[src/design/stpg_pkg.sv]
// ----------------------------------------------------------------------------
// stpg_pkg
// Shared types and constants of the stepper ramp pulse generator.
// ----------------------------------------------------------------------------
`default_nettype none

package stpg_pkg;

    localparam int CFG_INDEX_BITS = 3;
    localparam int CFG_DATA_BITS  = 20;
    localparam int AMOUNT_BITS    = 16;
    localparam int SPU_BITS       = 20;
    localparam int PRODUCT_BITS   = AMOUNT_BITS + SPU_BITS;
    localparam int RAMP_BITS      = 17;

    localparam logic [RAMP_BITS-1:0] RAMP_MAX = '1;

    localparam logic [1:0] ACT_TICK = 2'd0;
    localparam logic [1:0] ACT_RAMP = 2'd1;
    localparam logic [1:0] ACT_FINE = 2'd2;

    localparam logic [CFG_INDEX_BITS-1:0] CFG_START_HP  = 3'd0;
    localparam logic [CFG_INDEX_BITS-1:0] CFG_CRUISE_HP = 3'd1;
    localparam logic [CFG_INDEX_BITS-1:0] CFG_RAMP_STEP = 3'd2;
    localparam logic [CFG_INDEX_BITS-1:0] CFG_SPU       = 3'd3;
    localparam logic [CFG_INDEX_BITS-1:0] CFG_FINE_HP   = 3'd4;
    localparam logic [CFG_INDEX_BITS-1:0] CFG_MOTOR_EN  = 3'd5;

    localparam logic [15:0]         RST_START_HP  = 16'd100;
    localparam logic [15:0]         RST_CRUISE_HP = 16'd1;
    localparam logic [15:0]         RST_RAMP_STEP = 16'd1;
    localparam logic [SPU_BITS-1:0] RST_SPU       = 20'(12800 * 5 / 3);
    localparam logic [15:0]         RST_FINE_HP   = 16'd3;
    localparam logic                RST_MOTOR_EN  = 1'b1;

    typedef enum logic [2:0] {
        PH_IDLE   = 3'd0,
        PH_ACCEL  = 3'd1,
        PH_CRUISE = 3'd2,
        PH_DECEL  = 3'd3,
        PH_FINE   = 3'd4
    } phase_t;

    typedef struct packed {
        logic [15:0]         start_hp;
        logic [15:0]         cruise_hp;
        logic [15:0]         ramp_step;
        logic [SPU_BITS-1:0] steps_per_unit;
        logic [15:0]         fine_hp;
        logic                motor_enable;
    } cfg_t;

    typedef struct packed {
        logic [1:0]             action;
        logic                   motor_select;
        logic                   direction;
        logic [AMOUNT_BITS-1:0] amount;
    } in_beat_t;

    typedef struct packed {
        logic left_step;
        logic right_step;
        logic left_direction;
        logic right_direction;
        logic enable_level;
        logic busy_res;
        logic move_done;
        logic rejected;
    } out_beat_t;

    typedef struct packed {
        in_beat_t                beat;
        logic [PRODUCT_BITS-1:0] product;
    } stage_t;

endpackage

`default_nettype wire

[src/design/stpg_cfg_regs.sv]
// ----------------------------------------------------------------------------
// stpg_cfg_regs
// Configuration register file, written through a plain write port.
// ----------------------------------------------------------------------------
`default_nettype none

module stpg_cfg_regs
    import stpg_pkg::*;
(
    input  wire logic                      aclk,
    input  wire logic                      aresetn,
    input  wire logic                      cfg_wr_en,
    input  wire logic [CFG_INDEX_BITS-1:0] cfg_addr,
    input  wire logic [CFG_DATA_BITS-1:0]  cfg_wr_data,
    output cfg_t                           cfg
);

    cfg_t cfg_reg;
    cfg_t cfg_next;

    always_comb begin
        cfg_next = cfg_reg;
        if (cfg_wr_en) begin
            unique case (cfg_addr)
                CFG_START_HP:  cfg_next.start_hp       = cfg_wr_data[15:0];
                CFG_CRUISE_HP: cfg_next.cruise_hp      = cfg_wr_data[15:0];
                CFG_RAMP_STEP: cfg_next.ramp_step      = cfg_wr_data[15:0];
                CFG_SPU:       cfg_next.steps_per_unit = cfg_wr_data[SPU_BITS-1:0];
                CFG_FINE_HP:   cfg_next.fine_hp        = cfg_wr_data[15:0];
                CFG_MOTOR_EN:  cfg_next.motor_enable   = cfg_wr_data[0];
                default:       cfg_next = cfg_reg;
            endcase
        end
    end

    always_ff @(posedge aclk) begin
        if (!aresetn) begin
            cfg_reg.start_hp       <= RST_START_HP;
            cfg_reg.cruise_hp      <= RST_CRUISE_HP;
            cfg_reg.ramp_step      <= RST_RAMP_STEP;
            cfg_reg.steps_per_unit <= RST_SPU;
            cfg_reg.fine_hp        <= RST_FINE_HP;
            cfg_reg.motor_enable   <= RST_MOTOR_EN;
        end else begin
            cfg_reg <= cfg_next;
        end
    end

    assign cfg = cfg_reg;

endmodule

`default_nettype wire

[src/design/stpg_in_stage.sv]
// ----------------------------------------------------------------------------
// stpg_in_stage
// Input register; forms the move length product of each accepted beat.
// ----------------------------------------------------------------------------
`default_nettype none

module stpg_in_stage
    import stpg_pkg::*;
(
    input  wire logic     aclk,
    input  wire logic     aresetn,
    input  wire logic     s_valid,
    output logic          s_ready,
    input  wire in_beat_t s_data,
    input  wire logic [SPU_BITS-1:0] steps_per_unit,
    input  wire logic     advance,
    output logic          stage_valid,
    output stage_t        stage
);

    logic   valid_reg;
    logic   valid_next;
    stage_t stage_reg;
    logic   accept;

    assign s_ready = !valid_reg || advance;
    assign accept  = s_valid && s_ready;

    always_comb begin
        valid_next = valid_reg;
        if (accept) begin
            valid_next = 1'b1;
        end else if (advance) begin
            valid_next = 1'b0;
        end
    end

    always_ff @(posedge aclk) begin
        if (!aresetn) begin
            valid_reg <= 1'b0;
        end else begin
            valid_reg <= valid_next;
        end
    end

    always_ff @(posedge aclk) begin
        if (accept) begin
            stage_reg.beat    <= s_data;
            stage_reg.product <= PRODUCT_BITS'(s_data.amount) * PRODUCT_BITS'(steps_per_unit);
        end
    end

    assign stage_valid = valid_reg;
    assign stage       = stage_reg;

endmodule

`default_nettype wire

[src/design/stpg_engine.sv]
// ----------------------------------------------------------------------------
// stpg_engine
// Move state machine, pulse timing and result register.
// ----------------------------------------------------------------------------
`default_nettype none

module stpg_engine
    import stpg_pkg::*;
#(
    parameter int HPB = 16,
    parameter int TCB = 40
) (
    input  wire logic   aclk,
    input  wire logic   aresetn,
    input  wire cfg_t   cfg,
    input  wire logic   stage_valid,
    input  wire stage_t stage,
    output logic        advance,
    output logic        m_valid,
    input  wire logic   m_ready,
    output out_beat_t   m_data
);

    function automatic logic [HPB-1:0] eff_hp(input logic [15:0] v);
        logic [HPB+15:0] w;
        logic [HPB-1:0]  x;
        w = {{HPB{1'b0}}, v};
        x = w[HPB-1:0];
        return (x == '0) ? HPB'(1) : x;
    endfunction

    phase_t               phase_reg, phase_next;
    logic [HPB-1:0]       hp_reg, hp_next;
    logic [HPB-1:0]       cd_reg, cd_next;
    logic                 lvl_reg, lvl_next;
    logic [TCB-1:0]       pc_reg, pc_next;
    logic [RAMP_BITS-1:0] rpc_reg, rpc_next;
    logic [TCB-1:0]       total_reg, total_next;
    logic                 motor_reg, motor_next;
    logic                 ldir_reg, ldir_next;
    logic                 rdir_reg, rdir_next;
    logic                 m_valid_reg, m_valid_next;
    out_beat_t            out_reg, out_next;

    logic                      fire;
    logic [HPB-1:0]            c_hp, s_hp, st_hp, f_hp;
    logic                      c_lt_s;
    logic [HPB-1:0]            cd_dec;
    logic [RAMP_BITS-1:0]      rpc_inc;
    logic [TCB-1:0]            twice;
    logic [TCB-1:0]            cruise_left;
    logic [TCB-1:0]            pc_dec;
    logic [PRODUCT_BITS+TCB-1:0] prod_wide;
    logic [TCB-1:0]            prod_total;
    logic                      is_start;
    logic                      lch, fin, rej, lvl_out;
    phase_t                    lch_phase;
    logic [HPB-1:0]            lch_hp;

    assign advance = !m_valid_reg || m_ready;
    assign fire    = stage_valid && advance;

    assign c_hp   = eff_hp(cfg.cruise_hp);
    assign s_hp   = eff_hp(cfg.start_hp);
    assign st_hp  = eff_hp(cfg.ramp_step);
    assign f_hp   = eff_hp(cfg.fine_hp);
    assign c_lt_s = c_hp < s_hp;

    assign cd_dec      = (cd_reg != '0) ? cd_reg - HPB'(1) : cd_reg;
    assign rpc_inc     = (rpc_reg != RAMP_MAX) ? rpc_reg + RAMP_BITS'(1) : rpc_reg;
    assign twice       = TCB'({rpc_inc, 1'b0});
    assign cruise_left = (total_reg > twice) ? total_reg - twice : '0;
    assign pc_dec      = pc_reg - TCB'(1);
    assign prod_wide   = {{TCB{1'b0}}, stage.product};
    assign prod_total  = prod_wide[TCB-1:0];
    assign is_start    = (stage.beat.action == ACT_RAMP) || (stage.beat.action == ACT_FINE);

    always_comb begin
        phase_next = phase_reg;
        hp_next    = hp_reg;
        cd_next    = cd_reg;
        lvl_next   = lvl_reg;
        pc_next    = pc_reg;
        rpc_next   = rpc_reg;
        total_next = total_reg;
        motor_next = motor_reg;
        ldir_next  = ldir_reg;
        rdir_next  = rdir_reg;
        lch        = 1'b0;
        fin        = 1'b0;
        rej        = 1'b0;
        lch_phase  = PH_IDLE;
        lch_hp     = c_hp;

        if (is_start && phase_reg == PH_IDLE) begin
            motor_next = stage.beat.motor_select;
            if (stage.beat.motor_select) begin
                rdir_next = stage.beat.direction;
            end else begin
                ldir_next = stage.beat.direction;
            end
            rpc_next = '0;
            if (stage.beat.action == ACT_RAMP) begin
                total_next = prod_total;
                if (s_hp > c_hp) begin
                    lch       = 1'b1;
                    lch_phase = PH_ACCEL;
                    lch_hp    = s_hp;
                end else begin
                    pc_next = prod_total;
                    if (prod_total != '0) begin
                        lch       = 1'b1;
                        lch_phase = PH_CRUISE;
                        lch_hp    = c_hp;
                    end else if (c_lt_s) begin
                        lch       = 1'b1;
                        lch_phase = PH_DECEL;
                        lch_hp    = c_hp;
                    end else begin
                        fin = 1'b1;
                    end
                end
            end else begin
                total_next = TCB'(stage.beat.amount);
                pc_next    = TCB'(stage.beat.amount);
                if (stage.beat.amount != '0) begin
                    lch       = 1'b1;
                    lch_phase = PH_FINE;
                    lch_hp    = f_hp;
                end else begin
                    fin = 1'b1;
                end
            end
        end else begin
            rej = is_start;
            if (phase_reg != PH_IDLE) begin
                cd_next = cd_dec;
                if (cd_dec == '0) begin
                    if (lvl_reg) begin
                        lvl_next = 1'b0;
                        cd_next  = hp_reg;
                    end else begin
                        unique case (phase_reg)
                            PH_ACCEL: begin
                                rpc_next = rpc_inc;
                                if (hp_reg > c_hp && (hp_reg - c_hp) > st_hp) begin
                                    lch       = 1'b1;
                                    lch_phase = PH_ACCEL;
                                    lch_hp    = hp_reg - st_hp;
                                end else begin
                                    pc_next = cruise_left;
                                    if (cruise_left != '0) begin
                                        lch       = 1'b1;
                                        lch_phase = PH_CRUISE;
                                        lch_hp    = c_hp;
                                    end else if (c_lt_s) begin
                                        lch       = 1'b1;
                                        lch_phase = PH_DECEL;
                                        lch_hp    = c_hp;
                                    end else begin
                                        fin = 1'b1;
                                    end
                                end
                            end
                            PH_CRUISE: begin
                                pc_next = pc_dec;
                                if (pc_dec != '0) begin
                                    lch       = 1'b1;
                                    lch_phase = PH_CRUISE;
                                    lch_hp    = hp_reg;
                                end else if (c_lt_s) begin
                                    lch       = 1'b1;
                                    lch_phase = PH_DECEL;
                                    lch_hp    = c_hp;
                                end else begin
                                    fin = 1'b1;
                                end
                            end
                            PH_DECEL: begin
                                if (hp_reg < s_hp && (s_hp - hp_reg) > st_hp) begin
                                    lch       = 1'b1;
                                    lch_phase = PH_DECEL;
                                    lch_hp    = hp_reg + st_hp;
                                end else begin
                                    fin = 1'b1;
                                end
                            end
                            PH_FINE: begin
                                pc_next = pc_dec;
                                if (pc_dec != '0) begin
                                    lch       = 1'b1;
                                    lch_phase = PH_FINE;
                                    lch_hp    = hp_reg;
                                end else begin
                                    fin = 1'b1;
                                end
                            end
                            default: begin
                                fin = 1'b1;
                            end
                        endcase
                    end
                end
            end
        end

        if (lch) begin
            phase_next = lch_phase;
            hp_next    = lch_hp;
            cd_next    = lch_hp;
            lvl_next   = 1'b1;
        end
        if (fin) begin
            phase_next = PH_IDLE;
            cd_next    = '0;
            lvl_next   = 1'b0;
        end

        lvl_out                  = (phase_next != PH_IDLE) && lvl_next;
        out_next.left_step       = !motor_next && lvl_out;
        out_next.right_step      = motor_next && lvl_out;
        out_next.left_direction  = ldir_next;
        out_next.right_direction = rdir_next;
        out_next.enable_level    = cfg.motor_enable;
        out_next.busy_res        = phase_next != PH_IDLE;
        out_next.move_done       = fin;
        out_next.rejected        = rej;
    end

    always_comb begin
        m_valid_next = m_valid_reg;
        if (fire) begin
            m_valid_next = 1'b1;
        end else if (m_ready) begin
            m_valid_next = 1'b0;
        end
    end

    always_ff @(posedge aclk) begin
        if (!aresetn) begin
            phase_reg   <= PH_IDLE;
            hp_reg      <= '0;
            cd_reg      <= '0;
            lvl_reg     <= 1'b0;
            pc_reg      <= '0;
            rpc_reg     <= '0;
            total_reg   <= '0;
            motor_reg   <= 1'b0;
            ldir_reg    <= 1'b0;
            rdir_reg    <= 1'b0;
            m_valid_reg <= 1'b0;
        end else begin
            m_valid_reg <= m_valid_next;
            if (fire) begin
                phase_reg <= phase_next;
                hp_reg    <= hp_next;
                cd_reg    <= cd_next;
                lvl_reg   <= lvl_next;
                pc_reg    <= pc_next;
                rpc_reg   <= rpc_next;
                total_reg <= total_next;
                motor_reg <= motor_next;
                ldir_reg  <= ldir_next;
                rdir_reg  <= rdir_next;
            end
        end
    end

    always_ff @(posedge aclk) begin
        if (fire) begin
            out_reg <= out_next;
        end
    end

    assign m_valid = m_valid_reg;
    assign m_data  = out_reg;

endmodule

`default_nettype wire

[src/design/stepper_ramp_pulse_generator_core.sv]
// ----------------------------------------------------------------------------
// stepper_ramp_pulse_generator_core
// Trapezoidal ramp step pulse generator for a left and a right stepper motor.
// ----------------------------------------------------------------------------
// Every input beat is one tick or a start command, and every beat yields one
// result beat. A new beat is accepted in every cycle while the result side
// keeps taking beats; each beat passes first through the input register
// (where the amount times steps-per-unit product is formed) and then through
// the move state update that loads the result register. The rate is set by
// the state update of the move sequencer.
// Configuration takes effect at once and needs no clearing after reset.
`default_nettype none

module stepper_ramp_pulse_generator_core
    import stpg_pkg::*;
#(
    parameter int HALF_PERIOD_BITS = 16,
    parameter int TOTAL_COUNT_BITS = 40
) (
    input  wire logic                      aclk,
    input  wire logic                      aresetn,
    input  wire logic                      s_valid,
    output logic                           s_ready,
    input  wire in_beat_t                  s_data,
    output logic                           m_valid,
    input  wire logic                      m_ready,
    output out_beat_t                      m_data,
    input  wire logic                      cfg_wr_en,
    input  wire logic [CFG_INDEX_BITS-1:0] cfg_addr,
    input  wire logic [CFG_DATA_BITS-1:0]  cfg_wr_data
);

    cfg_t   cfg;
    stage_t stage;
    logic   stage_valid;
    logic   advance;

    stpg_cfg_regs u_cfg (
        .aclk        (aclk),
        .aresetn     (aresetn),
        .cfg_wr_en   (cfg_wr_en),
        .cfg_addr    (cfg_addr),
        .cfg_wr_data (cfg_wr_data),
        .cfg         (cfg)
    );

    stpg_in_stage u_in (
        .aclk           (aclk),
        .aresetn        (aresetn),
        .s_valid        (s_valid),
        .s_ready        (s_ready),
        .s_data         (s_data),
        .steps_per_unit (cfg.steps_per_unit),
        .advance        (advance),
        .stage_valid    (stage_valid),
        .stage          (stage)
    );

    stpg_engine #(
        .HPB (HALF_PERIOD_BITS),
        .TCB (TOTAL_COUNT_BITS)
    ) u_engine (
        .aclk        (aclk),
        .aresetn     (aresetn),
        .cfg         (cfg),
        .stage_valid (stage_valid),
        .stage       (stage),
        .advance     (advance),
        .m_valid     (m_valid),
        .m_ready     (m_ready),
        .m_data      (m_data)
    );

endmodule

`default_nettype wire

[config.mk]
export PLATFORM = sky130hd
export DESIGN_NAME = stepper_ramp_pulse_generator_core
export DESIGN_NICKNAME = d
export VERILOG_FILES = /design/src/design/stpg_pkg.sv /design/src/design/stpg_cfg_regs.sv /design/src/design/stpg_in_stage.sv /design/src/design/stpg_engine.sv /design/src/design/stepper_ramp_pulse_generator_core.sv
export SDC_FILE = /design/constraint.sdc
export NUM_CORES = 2
export LEC_CHECK = 0
export BUFFER_PORTS_ARGS = -buffer_cell sky130_fd_sc_hd__buf_2
export CAP_MARGIN = 15
export CORE_MARGIN = 10
export CORE_UTILIZATION = 45
export DETAILED_ROUTE_END_ITERATION = 6
export PLACE_DENSITY = 0.64
export SLEW_MARGIN = 20
export SYNTH_ARGS = -nofsm -noshare
export SYNTH_HDL_FRONTEND = slang
export SYNTH_SLANG_ARGS = --single-unit
[constraint.sdc]
create_clock -name aclk -period 14.9 [get_ports aclk]
set_input_delay 0.745 -clock aclk [delete_from_list [all_inputs] [get_ports aclk]]
set_output_delay 0.745 -clock aclk [all_outputs]
set_load 0.1 [all_outputs]
# Yosys cells after proc, flatten, opt, wreduce, memory -nomap -nowiden
# Index checks and enable logic that the tools add are counted.
# classes
n_reduce_logical	47
n_addsub	8
eq_ne	16
n_lt_le_gt_ge	7
mux	99
n_mul	1
# op_table
op	n
16-bit 2-to-1 mux	21
40-bit 2-to-1 mux	8
40-bit nonzero test	3
17-bit 2-to-1 mux	6
16-bit zero test	5
40-bit case mux with 2 select lines	1
16-bit greater-than comparator	4
16-bit case mux with 3 select lines	1
16-bit subtractor	3
1-bit 2-to-1 mux	42
40-bit by 18-bit greater-than comparator with 1-bit output	1
40-bit by 1-bit subtractor with 40-bit output (second input constant)	1
40-bit by 18-bit subtractor with 40-bit output	1
3-bit 2-to-1 mux	13
16-bit by 20-bit multiplier with 36-bit output	1
36-bit 2-to-1 mux	1
16-bit less-than comparator	2
16-bit nonzero test	2
17-bit by 1-bit adder with 17-bit output (second input constant)	1
17-bit inequality test (second input constant)	1
16-bit adder	1
2-bit AND reduction	8
16-bit by 1-bit subtractor with 16-bit output (second input constant)	1
3-bit by 2-bit == test with 1-bit output (second input constant)	4
21 further kinds	46
# totals
wordCells	209
output_inout_bits	10
ff_bits	287
inputBits	48

# Logic depth before layout (Yosys ltp)
# logic_depth
ltp_word	17
mapped_depth	28
mapped_depth_nobuf	26

# Cells and area by module
# From an unflattened synthesis, not the netlist that was laid out.
# hier_totals
hier_cells	3874
area_unflattened_um2	31819.3
# by_module_without_submodules
mod	cells_each	instances	area_per_inst_um2
stpg_engine	2264	1	16178.0
stpg_in_stage	1294	1	12399.4
stpg_cfg_regs	316	1	3241.9

# Least setup slack after synthesis
# OpenSTA, ideal clock, no wires.
# synth_path
path_type	input to register
startpoint	input port s_data[1] (netlist name)
endpoint	register u_in.stage_reg (netlist bit u_in.stage[33]), data pin
setup_time_ns	0.283
stages	24
arrival_ns	6.830
path_buffers	1
setup_slack_ns	7.787
path_cell_list	clkbuf_1 nand2_1 fa_1 inv_1 fa_1 inv_1 fa_1 inv_1 fa_1 inv_1 fa_1 inv_1 fa_1 ha_1 o21ai_0 nor2_1 and3_1 o41a_1 o2111ai_1 a311oi_1 o31ai_1 o21ai_0 nand4b_1 o311ai_0
# synth_between
elab_chain_len	1
# synth_rtl
element	line_no	text
start, declared	stepper_ramp_pulse_generator_core.sv:24	input wire in_beat_t s_data,
16-bit by 20-bit multiplier with 36-bit output	stpg_in_stage.sv:49	stage_reg.product <= PRODUCT_BITS'(s_data.amount) * PRODUCT_BITS'(steps_per_unit);
end, declared	stpg_in_stage.sv:23	stage_t stage_reg;
# No other way between the ends.
# A chain may end at the register's enable or synchronous reset.

# Final worst setup path
# layout_path
startpoint	register u_cfg.cfg[29] (netlist name)
endpoint	register u_in.stage_reg (netlist bit u_in.stage[33]), data pin
# layout_between
elab_chain_len	1
# layout_rtl
element	line_no
16-bit by 20-bit multiplier with 36-bit output	stpg_in_stage.sv:49
# No other way between the ends.

==> results by group <==
Timing
  • Peak Freq: 0.132 GHz
  • Slew Limit Fails: 0
  • Final period util: 0.509
  • Fin Setup TNS: 0 ps
  • Worst Skew: 28.9 ps
  • Min cycle time layout: 7580 ps
  • Final hold violation count: 0
  • Relative slew margins: 0.248
  • Setup violations, final: 0
  • Setup ws final: 7320 ps
  • RSZ-0062 raised after global routing: false
  • Slew @ Worst Pin: 1120 ps

Logic synthesis
  • Number of synthesized register bits: 283
  • Xor/xnor share of the synthesized area: 0.0392
  • Post-synth top area cell: fa_1
  • Top_reg_cell synth: dfxtp_1
  • Cells after Synth: 3760
  • Top post-synthesis cells by area: fa_1 (17%), dfxtp_1 (14%), ha_1 (9.8%)
  • Mux share of post-synthesis cell area: 0.0132
  • Synth Net Count: 4303
  • Async SR Flop Fraction: 0
  • Post-synth EDFFs: 64
  • Yosys top cell area share: 0.167
  • Largest family of logic cells by synthesized area: adder cells
  • Yosys cell types: 90
  • Synth Area in Simple Gates: 0.223
  • Adder-Cell Fraction of Synth Area: 0.265
  • Avg Inst Size Synth: 8.14 µm²
  • Compound-gate portion of the synthesized area: 0.174
  • Yosys warns: 0
  • Mapped Area: 30600 µm²
  • Post-synthesis sequential area ratio: 0.206

Routing
  • Drc violations: 0
  • DR WL/cell: 21.3 µm
  • Post-DRT Antenna Nets: 0
  • Via density: 5.96
  • Post-Route WL: 96600 µm
  • Iter 0 DRT Violations: 2740
  • Pre-Repair DR Iteration Count: 6
  • Vias: 27000

Pwr
  • Gate power share: 0.579
  • Leak: 14.1 nW
  • Pwr Density: 143 nW/µm²
  • Power share of the clock group: 0.194
  • Flop pwr share: 0.227
  • Max VDD drop: 0.138 mV
  • Sw frac: 0.445
  • Pint: 0.00257 W
  • Sw power: 0.00206 W

Critical path
  • Worst path most repeated cell: fa_1
  • Reg2reg end: u_in.stage[33]$_DFFE_PP_
  • Startpoint Class: register
  • Slowest stage delay, CP: 810 ps
  • Reg-to-reg slack, setup: 7320 ps
  • Slowest cell on the critical path: dfxtp_1
  • Worst Setup End Kind: register
  • CP Cell Sequence: nand2_1, fa_1, inv_1, fa_1, inv_1, fa_1, inv_1, fa_1, inv_1, fa_1, inv_1, fa_1, ha_1, o21ai_0, nor2_1, and3_1, o41a_1, o2111ai_1, a311oi_1, o31ai_1, o21ai_0, o311ai_0
  • Largest fanout on the critical path: 17
  • Critical R2R Launch: u_cfg.cfg[29]$_SDFFE_PN1P_
  • Kind of critical path: reg2reg
  • CP required: 15240 ps
  • CP bufs+invs: 5
  • Delay-heaviest family, CP: adder cells
  • WP data arrival: 7930 ps
  • Worst r2r path cells: 22
  • CP Depth: 22

Finish
  • Commonest non-fill, non-tap cell in the layout: nand2_1
  • Ratio of cells with drive above 1 in the final layout: 0.0497
  • Nets@finish: 4179
  • Max reg flops: 85
  • Area Growth Syn to Fin: 6.14%
  • ANT cells: 0
  • Most frequent cells in the layout: nand2_1 (583), inv_1 (385), fa_1 (255), ha_1 (239), dfxtp_1 (219)

CTS
  • Post-CTS Setup Inserts: 0
  • Post-CTS Hold Fix Bufs: 0
  • CTS Root Cell: clkbuf_16
  • Clock sinks: 283
  • H-tree levels: 2
  • TritonCTS Buffers: 36
  • Worst-path clk slew: 60 ps
  • Clk_lat worst skew: 580 ps
  • TritonCTS clock tree: done
  • Clock tree buffer depth: 3
  • # resized after CTS: 0

Die
  • Horiz. Die Dim: 281 µm
  • Num ports: 58
  • Die H: 281 µm
  • FP Rows: 95
  • Starting Density: 0.455
  • Core ar.: 67300 µm²
  • Die area: 78900 µm²

Min path
  • WHS Endpoint: u_in.stage[53]$_DFFE_PP_
  • Worst hold path class: in2reg
  • Hold Path Depth: 1
  • Hold Startpoint: s_data[17]

Job
  • Max-cap violation count: 0

Placement
  • Routability Congestion: 0.970
  • Dpl hpwl: 72900 µm
  • PortBufs: 57
  • Post-place setup slack: 6970 ps

Global routing
  • Initial antenna violation count: 1
  • Number of global-route vias before repair: 25700
  • GRT Total Usage: 0.240
  • First-pass GRT wire length: 150000 µm
  • Gr ovfl total: 0
  • Largest net degree at the start of global routing: 108

Run status
  • Status: completed
-- power groups by stage --
stage / registers [W] / clock network (W) / logic [W]
after floorplan: 0.00101 / 0 / 0.00200
after global placement: 0.00106 / 0 / 0.00264
after detailed placement: 0.00106 / 0 / 0.00266
after CTS: 0.00105 / 0.000915 / 0.00267
after global routing: 0.00105 / 0.000946 / 0.00301
final: 0.00105 / 0.000900 / 0.00268
-- metal layers --
layer | wire [µm] | part of all wire | GRT usage | up-vias
met5 | 7 | 0.000072 | 0 | -
met4 | 2610 | 0.027 | 0.0611 | 2
met3 | 8010 | 0.083 | 0.0471 | 179
met2 | 42800 | 0.44 | 0.379 | 1032
met1 | 43100 | 0.45 | 0.333 | 13200
li1 | - | - | - | 12600
-- stage by stage --
stage               cell area, µm²  total power, W  hold WS (ps)  std cells  utilization
floorplan                    30600         0.00301           408       3760            -
global placement             31300         0.00370           422       4471        0.465
detailed placement           31300         0.00372           430       4471        0.465
CTS                          32500         0.00463           324       4536        0.483
global route                 32500         0.00501           334       4536        0.483
finish                       32500         0.00464           348       4536        0.483
-- worst max path at each step --
stage	startpoint	end	slack [ps]
after floorplan	s_data[1]	u_in.stage[33]$_DFFE_PP_	7790
after global placement	s_data[1]	u_in.stage[33]$_DFFE_PP_	7100
after detailed placement	s_data[1]	u_in.stage[33]$_DFFE_PP_	6970
after CTS	u_cfg.cfg[29]$_SDFFE_PN1P_	u_in.stage[33]$_DFFE_PP_	7280
after global routing	u_cfg.cfg[63]$_SDFFE_PN0P_	u_engine.pc_reg[1]$_SDFFE_PN0P_	6610
final	u_cfg.cfg[29]$_SDFFE_PN1P_	u_in.stage[33]$_DFFE_PP_	7320
-- synthesized netlist by cell type, drive strengths merged, types with 16 or more instances --
master	n
nand2b	33
o211ai	23
nand2	583
o211a	27
nor3	74
a22oi	34
and2	130
nand3	94
and3	26
o31ai	18
a31oi	28
xnor2	75
or4	18
nor2b	76
buf	18
xor2	62
o22ai	20
dfxtp	219
inv	385
or3	20
ha	240
nor2	176
nor3b	19
nor4	55
fa	255
a211oi	38
a21o	45
a21oi	152
a21boi	100
clkbuf	231
o21ai	128
nand4	49
mux2i	38
o21a	17
edfxtp	64
a221oi	16
-- worst register-to-register path: stages (launching register included) --
cell and delay [ps]:
dfxtp_1 810, nand2_1 180, fa_1 570, inv_1 50, fa_1 530, inv_1 60, fa_1 500, inv_1 50
fa_1 520, inv_1 50, fa_1 470, inv_1 50, fa_1 430, ha_1 320, o21ai_0 350, nor2_1 100
and3_1 190, o41a_1 420, o2111ai_1 290, a311oi_1 200, o31ai_1 480, o21ai_0 320, o311ai_0 400
-- cell families after synthesis --
| logic type | after synthesis |
|---|---|
| buffers and inverters | 635 |
| muxes | 40 |
| adders and majority gates | 495 |
| DFF | 283 |
| AOI/OAI and AO/OA | 769 |
| xor gates and xnor gates | 137 |
| and+or+nand+nor | 1401 |
-- layout make-up --
type / count / area [µm²]
clock buffer: 51 / 1030
clock inverter: 14 / 170
fill: 6597 / 34800
inverter: 386 / 1450
multi-input combinational: 2842 / 21900
sequential: 283 / 6310
tap: 873 / 1090
timing repair buffer: 87 / 513
(Power assumes the default switching activity.)
